### config.mk
export PLATFORM = sky130hd
export DESIGN_NAME = avm_norm
export DESIGN_NICKNAME = d
export VERILOG_FILES = /design/src/hdl/arcball_vector_map_top_defines.svh /design/src/hdl/avm_pkg.sv /design/src/hdl/avm_norm.sv
export SDC_FILE = /design/constraint.sdc
export NUM_CORES = 2
export LEC_CHECK = 0
export BUFFER_PORTS_ARGS = -buffer_cell sky130_fd_sc_hd__buf_2
export CORE_AREA = 2 2 321 451
export DETAILED_ROUTE_END_ITERATION = 7
export DIE_AREA = 0 0 323 453
export HOLD_SLACK_MARGIN = 0.02
export PLACE_DENSITY_LB_ADDON = 0.1
export SLEW_MARGIN = 20
export SYNTH_ARGS = -nofsm -noshare
export SYNTH_HDL_FRONTEND = slang
export SYNTH_SLANG_ARGS = --single-unit
### constraint.sdc
create_clock -name clock -period 7 [get_ports clock]
set_input_delay 1.05 -clock clock [delete_from_list [all_inputs] [get_ports clock]]
set_output_delay 1.05 -clock clock [all_outputs]
set_load 0.01 [all_outputs]
### src/hdl/arcball_vector_map_top_defines.svh
// ----------------------------------------------------------------------------
// Arcball vector map assertion macros
// Shared concurrent assertion wrappers; define ASSERT_OFF to drop them.
// ----------------------------------------------------------------------------
`ifndef ARCBALL_VECTOR_MAP_TOP_DEFINES_SVH
`define ARCBALL_VECTOR_MAP_TOP_DEFINES_SVH
`ifndef ASSERT_OFF
// Checked property, skipped while reset is high.
`define AVM_ASSERT(lbl, prop, msg) \
   lbl: assert property (@(posedge clock) disable iff (reset) prop) else $error(msg);
// Checked property that also holds during reset.
`define AVM_ASSERT_ALWAYS(lbl, prop, msg) \
   lbl: assert property (@(posedge clock) prop) else $error(msg);
`else
`define AVM_ASSERT(lbl, prop, msg)
`define AVM_ASSERT_ALWAYS(lbl, prop, msg)
`endif
`endif

### src/hdl/avm_pkg.sv
// ----------------------------------------------------------------------------
// Arcball vector map package
// Widths, register indexes, stage types and the shared divide/root steps.
// ----------------------------------------------------------------------------
package avm_pkg;

   localparam int FRAC_BITS  = 14;
   localparam int COORD_BITS = 12;
   localparam int CFG_BITS   = 13;
   localparam int MAG_BITS   = 15;
   localparam int REM_BITS   = 30;
   localparam int DEN_BITS   = 16;
   localparam int STEPS      = 15;

   // Register indexes of the configuration port.
   localparam logic [0:0] CSR_WIDTH  = 1'b0;
   localparam logic [0:0] CSR_HEIGHT = 1'b1;

   localparam logic [CFG_BITS-1:0] WIDTH_RESET  = 13'd1600;
   localparam logic [CFG_BITS-1:0] HEIGHT_RESET = 13'd900;

   // One squared in the radicand scale (2*FRAC_BITS fraction bits).
   localparam logic [REM_BITS-1:0] ONE_SQ = 30'd1 << (2 * FRAC_BITS);

   // State of one restoring division lane pair.
   typedef struct packed {
      logic [REM_BITS-1:0] rx;
      logic [REM_BITS-1:0] ry;
      logic [MAG_BITS-1:0] qx;
      logic [MAG_BITS-1:0] qy;
      logic [DEN_BITS-1:0] dx;
      logic [DEN_BITS-1:0] dy;
      logic [MAG_BITS-1:0] zr;
      logic                sx;
      logic                sy;
      logic                on;
      logic                clip;
   } avm_div_type;

   // Normalized vector in sign and magnitude form.
   typedef struct packed {
      logic [MAG_BITS-1:0] ax;
      logic [MAG_BITS-1:0] ay;
      logic                sx;
      logic                sy;
      logic                clip;
   } avm_vec_type;

   // State of the square and square-root pipeline.
   typedef struct packed {
      logic [REM_BITS-1:0] sqx;
      logic [REM_BITS-1:0] sqy;
      logic [REM_BITS-1:0] rem;
      logic [MAG_BITS-1:0] root;
      logic [MAG_BITS-1:0] ax;
      logic [MAG_BITS-1:0] ay;
      logic                sx;
      logic                sy;
      logic                on;
      logic                clip;
   } avm_root_type;

   // Finished result.
   typedef struct packed {
      logic signed [15:0] x;
      logic signed [15:0] y;
      logic [14:0]        z;
      logic               on;
      logic               clip;
   } avm_out_type;

   typedef struct packed {
      logic [REM_BITS-1:0] rem;
      logic                qb;
   } avm_step_type;

   // One restoring division step: try to take den << sh from the remainder.
   function automatic avm_step_type div_step(input logic [REM_BITS-1:0] rem,
                                             input logic [DEN_BITS-1:0] den,
                                             input int unsigned sh);
      logic [REM_BITS:0] t;
      avm_step_type      r;
      t = {15'd0, den} << sh;
      if ({1'b0, rem} >= t) begin
         r.rem = REM_BITS'({1'b0, rem} - t);
         r.qb  = 1'b1;
      end else begin
         r.rem = rem;
         r.qb  = 1'b0;
      end
      return r;
   endfunction

   // One digit of the integer square root; rem holds n minus root squared.
   function automatic avm_step_type sqrt_step(input logic [REM_BITS-1:0] rem,
                                              input logic [MAG_BITS-1:0] root,
                                              input int unsigned i);
      logic [REM_BITS:0] t;
      avm_step_type      r;
      t = ({16'd0, root} << (i + 1)) | ((REM_BITS + 1)'(1) << (2 * i));
      if ({1'b0, rem} >= t) begin
         r.rem = REM_BITS'({1'b0, rem} - t);
         r.qb  = 1'b1;
      end else begin
         r.rem = rem;
         r.qb  = 1'b0;
      end
      return r;
   endfunction

endpackage

### src/hdl/avm_norm.sv
// ----------------------------------------------------------------------------
// Arcball vector map: screen normalization
// Clamps the mouse position and divides both axes by the screen size,
// one quotient bit per pipeline stage.
// ----------------------------------------------------------------------------
module avm_norm import avm_pkg::*; (
   input  logic                  clock,
   input  logic                  reset,
   input  logic                  adv,
   input  logic                  in_vld,
   input  logic [COORD_BITS-1:0] mouse_x,
   input  logic [COORD_BITS-1:0] mouse_y,
   input  logic [CFG_BITS-1:0]   screen_width,
   input  logic [CFG_BITS-1:0]   screen_height,
   output logic                  out_vld,
   output avm_vec_type           out_vec
);

   avm_div_type       st_ff [0:STEPS];
   avm_div_type       st_in [0:STEPS];
   logic [STEPS:0]    vld_ff;
   logic [STEPS:0]    vld_in;

   // Clamp, center and sign each axis, then run the division steps.
   always_comb begin
      logic [CFG_BITS-1:0]   w;
      logic [CFG_BITS-1:0]   h;
      logic [COORD_BITS-1:0] mx;
      logic [COORD_BITS-1:0] my;
      logic [CFG_BITS-1:0]   ax2;
      logic [CFG_BITS-1:0]   ay2;
      logic [CFG_BITS-1:0]   magx;
      logic [CFG_BITS-1:0]   magy;
      logic                  clip;
      avm_step_type          dx;
      avm_step_type          dy;
      w    = (screen_width == '0) ? CFG_BITS'(1) : screen_width;
      h    = (screen_height == '0) ? CFG_BITS'(1) : screen_height;
      clip = 1'b0;
      mx   = mouse_x;
      my   = mouse_y;
      if ({1'b0, mouse_x} > w) begin
         mx   = w[COORD_BITS-1:0];
         clip = 1'b1;
      end
      if ({1'b0, mouse_y} > h) begin
         my   = h[COORD_BITS-1:0];
         clip = 1'b1;
      end
      ax2  = {mx, 1'b0};
      ay2  = {my, 1'b0};
      magx = (ax2 >= w) ? ax2 - w : w - ax2;
      magy = (ay2 >= h) ? ay2 - h : h - ay2;

      st_in[0]      = '0;
      st_in[0].rx   = {3'd0, magx, 14'd0};
      st_in[0].ry   = {3'd0, magy, 14'd0};
      st_in[0].dx   = {3'd0, w};
      st_in[0].dy   = {3'd0, h};
      st_in[0].sx   = (ax2 < w) && (magx != '0);
      st_in[0].sy   = !(ay2 < h) && (magy != '0);
      st_in[0].clip = clip;

      for (int k = 1; k <= STEPS; k++) begin
         dx = div_step(st_ff[k-1].rx, st_ff[k-1].dx, STEPS - k);
         dy = div_step(st_ff[k-1].ry, st_ff[k-1].dy, STEPS - k);
         st_in[k]              = st_ff[k-1];
         st_in[k].rx           = dx.rem;
         st_in[k].ry           = dy.rem;
         st_in[k].qx[STEPS-k]  = dx.qb;
         st_in[k].qy[STEPS-k]  = dy.qb;
      end
   end

   assign vld_in = {vld_ff[STEPS-1:0], in_vld};

   // Valid bits travel with the stages.
   always_ff @(posedge clock) begin
      if (reset) begin
         vld_ff <= '0;
      end else if (adv) begin
         vld_ff <= vld_in;
      end
   end

   always_ff @(posedge clock) begin
      if (adv) begin
         st_ff <= st_in;
      end
   end

   assign out_vld      = vld_ff[STEPS];
   assign out_vec.ax   = st_ff[STEPS].qx;
   assign out_vec.ay   = st_ff[STEPS].qy;
   assign out_vec.sx   = st_ff[STEPS].sx;
   assign out_vec.sy   = st_ff[STEPS].sy;
   assign out_vec.clip = st_ff[STEPS].clip;

endmodule

==> results.txt <==
Outcome -> completed
Max-cap viol count -> 0
Final setup margin -> 754.1 ps
Worst reg2reg startpoint -> st_ff[412]
Total CTS buffers -> 137
Die ar. -> 146300 um2
Pin count of the biggest net entering global routing -> 210
Max layer used -> met4
Setup crit start -> screen_width[1]
CP Max Fanout -> 10
Cell area after synthesis -> 70770 um2
Final setup violation count -> 0
P_leak -> 0.03082 uW
First-pass GRT wire length -> 217900 um
Design area -> 78410 um2
Worst-case hold path end point -> st_ff[201]
Reg2Reg Capture Point -> st_ff[275]
Worst hold start -> st_ff[342]
FF+latch area -> 40200 um2
Hold Path Stages -> 0
P&R area growth vs syn -> 10.78%
Seq cells post-synth -> 1344
Max frequency -> 160.1 MHz
Setup slack at placement -> -137.5 ps
CTS resizes -> 0
Syn Area/Cell -> 11.70 um2
Post-CTS Repair Setup Buffers -> 0
Sink Count -> 1344
Worst-margin pin slew -> 1039 ps
Clk slew on worst S/H paths -> 60 ps
Async S/R FF share, synth -> 0
Sequential fraction of the synthesis area -> 0.5680
Final Max Slew Viols -> 0
Via count normalized by instance count -> 5.332
Cell at the slowest stage of the critical path -> nor4b_1
Pwr Density -> 356.9 nW/um2
Vias in the first global route -> 45150
Antenna fix cells -> 0
DRT Pass-1 Iters -> 5
Hold_buf cts -> 0
Ys flop type -> edfxtp_1
Worst hold path type -> flop to flop
Multi-input logic area -> 27620 um2
Core ar. -> 142000 um2
Gr usage total -> 0.1882
Final nets -> 6788
Slew headroom -> 0.3070
Setup Crit Path Kind -> primary input to flop
# port buffers -> 87
Routed wire per std cell -> 16.60 um
Setup TNS -> 0 ps
R2R depth -> 11
CP arrival -> 6750 ps
Starting Density -> 0.4984
Most frequent cells in the layout -> edfxtp_1 (1328), inv_1 (609), ha_1 (460)
Antenna violations before repair -> 1
Num ports -> 88
Die Y -> 453 um
Wl on met1 -> 44700 um
Final hold violations -> 0
YS warnings -> 0
Detail Route met3 WL -> 3463 um
Metal2 WL -> 81320 um
Drt first-iter violations -> 1883
DRC errors left -> 0
CTS tree -> built
Fin crit period -> 6246 ps
Worst path max stage delay -> 440 ps
Post-synthesis cell type count -> 84
Post-DP Area -> 73970 um2
CTS root buf -> clkbuf_16
Total power -> 27990 uW
Number of synthesized flops with an enable pin -> 1328
Worst VDD drop -> 0.2580 mV
Syn Nets -> 6595
Setup slack, reg-to-reg -> 2680 ps
RSZ-0062 raised after global routing -> false
Commonest non-fill, non-tap cell in the layout -> edfxtp_1
Latest clock arrival within the worst-skew pair -> 750 ps
Htree depth -> 4
Setup crit end kind -> flop
Max Root-Sink Buffers -> 3
CP required -> 7500 ps
Setup Skew -> 25.08 ps
Core Util, Final -> 0.5522
Final WL -> 137200 um
HPWL after DPL -> 103300 um
Vias -> 44070
Fillers -> 12030
# rows -> 164
GP Congestion -> 0.9208
GR Overflow Total -> 0
Startpoint types -> primary input
Routed Antenna Nets -> 0
Share of cells above drive strength 1 -> 0.08874
Cell mode on critical path -> o21a_1
Die W -> 323 um
Period utilization -> 0.8923
Post-Syn Instances -> 6051
worst max-delay path: cells and delay by family:
kind	cells	cell delay (ps)
muxes	2	580
AOI/OAI and AO/OA	12	2360
and+or+nand+nor	8	1490
buffers and inverters	4	680
xor gates and xnor gates	1	110
adders and majority gates	2	460
how the worst max path moves through the flow:
stage | end | depth (start not counted)
floorplan | st_ff[2118] | 29
global placement | st_ff[2118] | 29
detailed placement | st_ff[2118] | 29
CTS | st_ff[2118] | 29
global route | st_ff[2118] | 29
finish | st_ff[2118] | 29
routing by layer:
layer / track usage / vias up
met3: 0.02782 / 350
met2: 0.4012 / 683
met5: 0 / -
li1: - / 22290
met4: 0.1060 / 0
met1: 0.1564 / 20750
per-stage QoR:
step / hold slack [ps] / instances
2_1_floorplan: 400.3 / 6051
3_3_place_gp: 400.1 / 8013
3_5_place_dp: 404.5 / 8013
4_1_cts: 406.5 / 8264
5_1_grt: 418.8 / 8265
6_report: 413.6 / 8265
sequential cells by signal, indices dropped and copies added (netlist names):
signal   cells
st_ff     1295
out_vec     33
vld_ff      16
layout make-up:
type                    instances  area share
flip-flops and latches       1344      0.5127
clock inverters                81    0.009543
repair buffers                208     0.01886
clock buffers                 170     0.04666
inverters                     616     0.02949
well taps                    1909     0.03046
multi-input cells            3937      0.3523
Yosys cell counts (all sizes together) (6+ instances only):
master,n,share of area
nor4b,19,0.0024
nor4,82,0.0073
or3,69,0.0062
inv,616,0.033
nand3b,13,0.0014
a211o,13,0.0016
o31a,8,0.00099
nand2b,67,0.0059
edfxtp,1328,0.56
o21ai,308,0.022
nand2,408,0.022
a31o,18,0.0022
o41ai,8,0.00099
a221oi,6,0.00074
nor3b,16,0.0019
a21boi,59,0.0063
nor2,426,0.023
a211oi,32,0.0034
nand3,105,0.0074
a21oi,353,0.025
dfxtp,16,0.0045
nor2b,88,0.0078
o21a,78,0.0083
or2,33,0.0029
xor2,235,0.029
or4,29,0.0031
nand4b,13,0.0016
fa,30,0.0085
and2,26,0.0023
o211ai,20,0.0021
buf,43,0.0041
mux2,84,0.013
nor3,162,0.012
a21o,116,0.012
a2111oi,7,0.00087
a31oi,20,0.0018
mux2i,54,0.0076
a311oi,6,0.00083
o31ai,67,0.0071
o21bai,12,0.0013
xnor2,246,0.030
clkbuf,111,0.0059
and3,27,0.0024
nand4,58,0.0051
ha,460,0.081
report_power, final:
part	internal (uW)	leakage (uW)	switching, uW
sequential	11100	0.0129	1020
clock	4170	0.00217	3000
combinational	3870	0.0158	4840
cells by family after synthesis:
kind of cell,count (synthesis),share of synthesized area
compound gates,1180,0.1043
flops,1344,0.5680
simple gates,1648,0.1147
fa+ha+maj,490,0.08981
buf+inv,770,0.04264
xor+xnor,481,0.05953
mux,138,0.02100
Power figures use the tool's default switching activity.
