===== src/hdl/arcball_vector_map_top_defines.svh =====
// ----------------------------------------------------------------------------
// Arcball vector map assertion macros
// Shared concurrent assertion wrappers; define ASSERT_OFF to drop them.
// ----------------------------------------------------------------------------
`ifndef ARCBALL_VECTOR_MAP_TOP_DEFINES_SVH
`define ARCBALL_VECTOR_MAP_TOP_DEFINES_SVH
`ifndef ASSERT_OFF
// Checked property, skipped while reset is high.
`define AVM_ASSERT(lbl, prop, msg) \
   lbl: assert property (@(posedge clock) disable iff (reset) prop) else $error(msg);
// Checked property that also holds during reset.
`define AVM_ASSERT_ALWAYS(lbl, prop, msg) \
   lbl: assert property (@(posedge clock) prop) else $error(msg);
`else
`define AVM_ASSERT(lbl, prop, msg)
`define AVM_ASSERT_ALWAYS(lbl, prop, msg)
`endif
`endif


===== src/hdl/avm_pkg.sv =====
// ----------------------------------------------------------------------------
// Arcball vector map package
// Widths, register indexes, stage types and the shared divide/root steps.
// ----------------------------------------------------------------------------
package avm_pkg;

   localparam int FRAC_BITS  = 14;
   localparam int COORD_BITS = 12;
   localparam int CFG_BITS   = 13;
   localparam int MAG_BITS   = 15;
   localparam int REM_BITS   = 30;
   localparam int DEN_BITS   = 16;
   localparam int STEPS      = 15;

   // Register indexes of the configuration port.
   localparam logic [0:0] CSR_WIDTH  = 1'b0;
   localparam logic [0:0] CSR_HEIGHT = 1'b1;

   localparam logic [CFG_BITS-1:0] WIDTH_RESET  = 13'd1600;
   localparam logic [CFG_BITS-1:0] HEIGHT_RESET = 13'd900;

   // One squared in the radicand scale (2*FRAC_BITS fraction bits).
   localparam logic [REM_BITS-1:0] ONE_SQ = 30'd1 << (2 * FRAC_BITS);

   // State of one restoring division lane pair.
   typedef struct packed {
      logic [REM_BITS-1:0] rx;
      logic [REM_BITS-1:0] ry;
      logic [MAG_BITS-1:0] qx;
      logic [MAG_BITS-1:0] qy;
      logic [DEN_BITS-1:0] dx;
      logic [DEN_BITS-1:0] dy;
      logic [MAG_BITS-1:0] zr;
      logic                sx;
      logic                sy;
      logic                on;
      logic                clip;
   } avm_div_type;

   // Normalized vector in sign and magnitude form.
   typedef struct packed {
      logic [MAG_BITS-1:0] ax;
      logic [MAG_BITS-1:0] ay;
      logic                sx;
      logic                sy;
      logic                clip;
   } avm_vec_type;

   // State of the square and square-root pipeline.
   typedef struct packed {
      logic [REM_BITS-1:0] sqx;
      logic [REM_BITS-1:0] sqy;
      logic [REM_BITS-1:0] rem;
      logic [MAG_BITS-1:0] root;
      logic [MAG_BITS-1:0] ax;
      logic [MAG_BITS-1:0] ay;
      logic                sx;
      logic                sy;
      logic                on;
      logic                clip;
   } avm_root_type;

   // Finished result.
   typedef struct packed {
      logic signed [15:0] x;
      logic signed [15:0] y;
      logic [14:0]        z;
      logic               on;
      logic               clip;
   } avm_out_type;

   typedef struct packed {
      logic [REM_BITS-1:0] rem;
      logic                qb;
   } avm_step_type;

   // One restoring division step: try to take den << sh from the remainder.
   function automatic avm_step_type div_step(input logic [REM_BITS-1:0] rem,
                                             input logic [DEN_BITS-1:0] den,
                                             input int unsigned sh);
      logic [REM_BITS:0] t;
      avm_step_type      r;
      t = {15'd0, den} << sh;
      if ({1'b0, rem} >= t) begin
         r.rem = REM_BITS'({1'b0, rem} - t);
         r.qb  = 1'b1;
      end else begin
         r.rem = rem;
         r.qb  = 1'b0;
      end
      return r;
   endfunction

   // One digit of the integer square root; rem holds n minus root squared.
   function automatic avm_step_type sqrt_step(input logic [REM_BITS-1:0] rem,
                                              input logic [MAG_BITS-1:0] root,
                                              input int unsigned i);
      logic [REM_BITS:0] t;
      avm_step_type      r;
      t = ({16'd0, root} << (i + 1)) | ((REM_BITS + 1)'(1) << (2 * i));
      if ({1'b0, rem} >= t) begin
         r.rem = REM_BITS'({1'b0, rem} - t);
         r.qb  = 1'b1;
      end else begin
         r.rem = rem;
         r.qb  = 1'b0;
      end
      return r;
   endfunction

endpackage


===== src/hdl/avm_root.sv =====
// ----------------------------------------------------------------------------
// Arcball vector map: squares and square root
// Squares both axes, forms the radicand for z or for the vector length,
// and extracts its root one bit per stage.
// ----------------------------------------------------------------------------
module avm_root import avm_pkg::*; (
   input  logic         clock,
   input  logic         reset,
   input  logic         adv,
   input  logic         in_vld,
   input  avm_vec_type  in_vec,
   output logic         out_vld,
   output avm_root_type out_root
);

   localparam int LAST = STEPS + 1;

   avm_root_type    st_ff [0:LAST];
   avm_root_type    st_in [0:LAST];
   logic [LAST:0]   vld_ff;
   logic [LAST:0]   vld_in;

   always_comb begin
      logic [REM_BITS-1:0] s;
      avm_step_type        rs;
      // Stage of the two multipliers.
      st_in[0]      = '0;
      st_in[0].sqx  = REM_BITS'(in_vec.ax) * REM_BITS'(in_vec.ax);
      st_in[0].sqy  = REM_BITS'(in_vec.ay) * REM_BITS'(in_vec.ay);
      st_in[0].ax   = in_vec.ax;
      st_in[0].ay   = in_vec.ay;
      st_in[0].sx   = in_vec.sx;
      st_in[0].sy   = in_vec.sy;
      st_in[0].clip = in_vec.clip;

      // Inside the circle the root gives z, outside it gives the length.
      s             = st_ff[0].sqx + st_ff[0].sqy;
      st_in[1]      = st_ff[0];
      st_in[1].on   = (s <= ONE_SQ);
      st_in[1].rem  = (s <= ONE_SQ) ? ONE_SQ - s : s;
      st_in[1].root = '0;

      for (int k = 2; k <= LAST; k++) begin
         rs = sqrt_step(st_ff[k-1].rem, st_ff[k-1].root, LAST - k);
         st_in[k]                  = st_ff[k-1];
         st_in[k].rem              = rs.rem;
         st_in[k].root[LAST-k]     = rs.qb;
      end
   end

   assign vld_in = {vld_ff[LAST-1:0], in_vld};

   always_ff @(posedge clock) begin
      if (reset) begin
         vld_ff <= '0;
      end else if (adv) begin
         vld_ff <= vld_in;
      end
   end

   always_ff @(posedge clock) begin
      if (adv) begin
         st_ff <= st_in;
      end
   end

   assign out_vld  = vld_ff[LAST];
   assign out_root = st_ff[LAST];

endmodule


===== config.mk =====
export PLATFORM = sky130hd
export DESIGN_NAME = avm_root
export DESIGN_NICKNAME = d
export VERILOG_FILES = /design/src/hdl/arcball_vector_map_top_defines.svh /design/src/hdl/avm_pkg.sv /design/src/hdl/avm_root.sv
export SDC_FILE = /design/constraint.sdc
export NUM_CORES = 2
export LEC_CHECK = 0
export ABC_AREA = 1
export BUFFER_PORTS_ARGS = -buffer_cell sky130_fd_sc_hd__buf_2
export CAP_MARGIN = 20
export CORE_UTILIZATION = 55
export DETAILED_ROUTE_END_ITERATION = 10
export GPL_TIMING_DRIVEN = 0
export PLACE_DENSITY_LB_ADDON = 0.08
export SYNTH_ARGS = -nofsm -noshare
export SYNTH_HDL_FRONTEND = slang
export SYNTH_SLANG_ARGS = --single-unit

===== constraint.sdc =====
create_clock -name clock -period 5.19 [get_ports clock]
set_clock_uncertainty 0.05 [all_clocks]
set_input_delay 0.2595 -clock clock [delete_from_list [all_inputs] [get_ports clock]]
set_output_delay 0.2595 -clock clock [all_outputs]
set_load 0.03 [all_outputs]

==> metrics.md <==
| Metric | Value |
|---|---|
| Outcome | finished clean |
| Synth top area cells | edfxtp_1 (69%), fa_1 (5.9%), ha_1 (4.8%), nand2_1 (4.3%), inv_1 (4.1%) |
| XOR/XNOR share of the synthesized area | 2.454% |
| Post-Syn Area per Cell | 13.85 µm² |
| Met1 wire length | ~70 mm |
| Yosys warning count | 0 |
| Max Used Layer | met4 |
| Fin crit share | 97.98% |
| Post-synth top flop | edfxtp_1 |
| Cells after Synth | 6675 |
| All-Layer GR Usage | 19.52% |
| Peak Freq | 196.6 MHz |
| Area growth syn-to-layout | 12.70% |
| P_sw | 19.67 mW |
| Fillers | 12740 |
| Hold Crit Start | in_vec[18] |
| DRC Markers | 0 |
| EDFF count, synth | 2129 |
| CP bufs+invs | 5 |
| FFs w/ async S/R, synth | 0% |
| Clock transition at path regs | roughly 0.060 ns |
| Worst path slowest cell | fa_1 |
| Initial antenna violation count | 5 |
| Largest family of logic cells by synthesized area | adder cells |
| Comb power frac | around 34% |
| Post-synth top area cell | edfxtp_1 |
| Synth Area in Compound Gates | 3.331% |
| CTS H-tree depth | 4 |
| Worst path max stage delay | 0.55 ns |
| WL final | 163.1 mm |
| Cell Pwr Density | 552.8 nW/µm² |
| Dpl cell area | 96790 µm² |
| Worst EP required | 5.72 ns |
| CTS Buffer Depth | 3 |
| Vias | 47960 |
| Number of vias per cell | ~5.1 |
| Antenna-violating nets left | 0 |
| Post-route design area | 104200 µm² |
| Critical path data arrival time | 5.61 ns |
| Total power | around 58 mW |
| Worst-case reg-to-reg path depth | 14 |
| Vias in the first global route | 48140 |
| Mux contribution to synthesized area | 0% |
| Clock root buffer | clkbuf_16 |
| CTS sink count | 2146 |
| Post-DR wirelength/cell | 17.18 µm |
| Worst Tran Pin Value | roughly 0.94 ns |
| Final setup TNS | 0 ns |
| Crit path launch | in_vec[22] |
| Die area | around 170000 µm² |
| Post-synthesis adder-cell area fraction | 10.62% |
| CTS tree | done |
| DP HPWL | 116.9 mm |
| Yosys top cell area share | 69.17% |
| Crit path kind | primary input to flip-flop |
| Worst hold path class | primary input to flip-flop |
| Cell area after synthesis | 92430 µm² |
| Crit path max fanout | 10 |
| First-pass GRT wire length | 256.9 mm |
| IO Port Bufs | 173 |
| Top cells by count, synth | edfxtp_1 (2129), nand2_1 (1067), inv_1 (1011), nor2_1 (377), ha_1 (351) |
| Headroom to the max-slew limit | 37.61% |
| Largest net degree at the start of global routing | approximately 200 |
| CP Depth | 22 |
| DRT iter0 DRCs | ~3000 |
| Post-Synth Simple-Gate Area | 8.474% |
| RR Startpoint | st_ff[2348]$_DFFE_PP_ |
| GPL Wtd Cong | a little under 0.9 |
| Initial DRT Pass Iterations | 6 |
| Die width | 411.9 µm |
| Die Span Y | 411.9 µm |
| CP endpoint | st_ff[2360]$_DFFE_PP_ |
| Register area share after synthesis | 69.54% |
| Cell mode on critical path | fa_1 |
| Sequential share of power | 40.8% |
| Nets | 7771 |
| Met2 wire len | 80.24 mm |
| Post-route setup slack | 0.1046 ns |
| Grt total ovfl | 0 |
| Sequential cell area | 64270 µm² |
| Max-Cap Viols | 0 |
| Final Setup Violations | 0 |
| Switching share of power | 34.17% |
| Fin. max-slew vios | 0 |
| LEAKAGE | 42.16 nW |
| Startpoint Class | primary input |
| Power share of the clock group | between 20% and 30% |
| Number of library cell types mapped by synthesis | 61 |
| DR WL met3 | slightly below 6 mm |
| Cell Chain, Critical Path | buf_2 -> clkbuf_4 -> nand2_1 -> fa_1 -> fa_1 -> inv_1 -> fa_1 -> fa_1 -> fa_1 -> inv_1 -> fa_1 -> inv_2 -> ha_4 -> nand2_1 -> nand2_1 -> a31oi_2 -> nand3_2 -> a21oi_4 -> o21ai_2 -> nand2_1 -> o21ai_1 -> xor2_1 |
| Core area | 167000 µm² |
| Pre-CTS WS | -0.9670 ns |
| Area occupied by multi-input gates | ~23000 µm² |
| Yosys reg bits | between 2000 and 2500 |
| Hold slack | 0.06570 ns |
| Starting Density | 55.33% |
| Crit-path leading delay family | adder cells |
| Worst-Skew Late Latency | 0.83 ns |
| Site Rows | 150 |
| VDD IR max | 0.7106 mV |
| IO Count | between 150 and 200 |
| Crit end category | flip-flop |
| CTS Buf Count | around 210 |
| Final Hold Fails | 0 |
| Reg-to-reg endpoint | st_ff[2162]$_DFFE_PP_ |
| Layout cell share with drive strength beyond 1 | 10.92% |
| Internal | 37.91 mW |
| Min Tclk post-route | 5.085 ns |
| Top-count cell post-synth | edfxtp_1 |
| Reg-to-reg setup timing slack | 1.24 ns |
==> power groups by stage <==
stage / Sequential, mW / Clock, mW / Combinational (mW)
2_1_floorplan: 23.2 / 0 / 14.3
3_3_place_gp: 25.0 / 0 / 19.1
3_5_place_dp: 23.9 / 0 / 19.2
4_1_cts: 23.6 / 15.1 / 19.4
5_1_grt: 23.7 / 15.8 / 22.0
6_report: 23.5 / 14.7 / 19.4
==> cell usage in the layout (no fill, tap or decap), types with 22 or more instances in the layout <==
cell type / netlist / layout
nand3_1: 147 / 146
nor2_1: 377 / 375
a21oi_1: 270 / 258
nand4_1: 65 / 65
ha_1: 351 / 341
o21ai_1: 18 / 22
dlygate4sd3_1: 0 / 40
clkbuf_16: 0 / 213
buf_2: 8 / 180
clkinv_2: 0 / 44
nor4_1: 44 / 44
buf_4: 140 / 147
edfxtp_1: 2129 / 2129
xor2_1: 168 / 168
xnor2_1: 91 / 91
nor3_1: 52 / 52
o21ai_0: 190 / 182
or2_2: 36 / 36
nand2_1: 1067 / 1061
clkbuf_1: 51 / 50
clkinv_1: 3 / 56
inv_1: 1011 / 1005
fa_1: 271 / 270
==> repair_timing <==
action	4_1_cts	5_1_grt
setup buffers	0	2
hold buffers	41	0
endpoints found under the setup margin	4	20
gates cloned	0	1
pin swaps	0	2
hold endpoints to repair	167	0
gates resized for setup	1	61
==> routing by layer <==
layer,track usage [%],vias to the layer above
met4,6.731,0
met1,25.76,23310
met3,3.055,246
met5,0,-
met2,33.06,793
li1,-,23610
==> sequential cells by signal (all words and copies together) (netlist names) <==
signal / flops
out_root: 135
vld_ff: 17
st_ff: 1994
==> worst min path at each step <==
| stage | endpoint | slack, ns | cells after the start |
|---|---|---|---|
| floorplan | st_ff[2224]$_DFFE_PP_ | 0.31 | 0 |
| global placement | st_ff[1393]$_DFFE_PP_ | 0.35 | 0 |
| detailed placement | out_root[102]$_DFFE_PP_ | 0.35 | 0 |
| CTS | st_ff[2224]$_DFFE_PP_ | 0.01 | 2 |
| global route | st_ff[2335]$_DFFE_PP_ | 0.05 | 3 |
| finish | st_ff[2335]$_DFFE_PP_ | 0.07 | 3 |
==> cell families after synthesis <==
logic type,count (synthesis)
xor gates and xnor gates,259
other,1
buffers and inverters,1222
and+or+nand+nor,1857
AOI/OAI and AO/OA,568
DFF,2146
adders and majority gates,622
==> per-stage QoR <==
step,util (%),instances
global route,62.36,9492
CTS,62.28,9493
floorplan,-,6676
finish,62.36,9493
global placement,57.72,9053
detailed placement,57.94,9067
==> worst reg2reg max path, stage by stage (launching register included) <==
cell and delay, ns:
edfxtp_1 0.61, ha_1 0.52, nand2_1 0.12, inv_1 0.09, nand2_1 0.06, nor2_1 0.31
and3_1 0.22, nand2_1 0.07, nand3b_1 0.09, nand2_1 0.11, nor2_1 0.45, inv_1 0.32
nand2_8 0.18, buf_6 0.16, o21ai_0 0.20
==> area by class of cell <==
| type | instances | area share, % |
|---|---|---|
| multi-input combinational | 3308 | 22.34 |
| timing repair buffer | 231 | 1.648 |
| clock inverter | 143 | 1.367 |
| inverter | 1018 | 3.668 |
| antenna | 1 | 0.002402 |
| buffer | 199 | 1.446 |
| clock buffer | 243 | 5.184 |
| sequential | 2146 | 61.70 |
| tap | 2204 | 2.647 |
(Power assumes the default switching activity.)
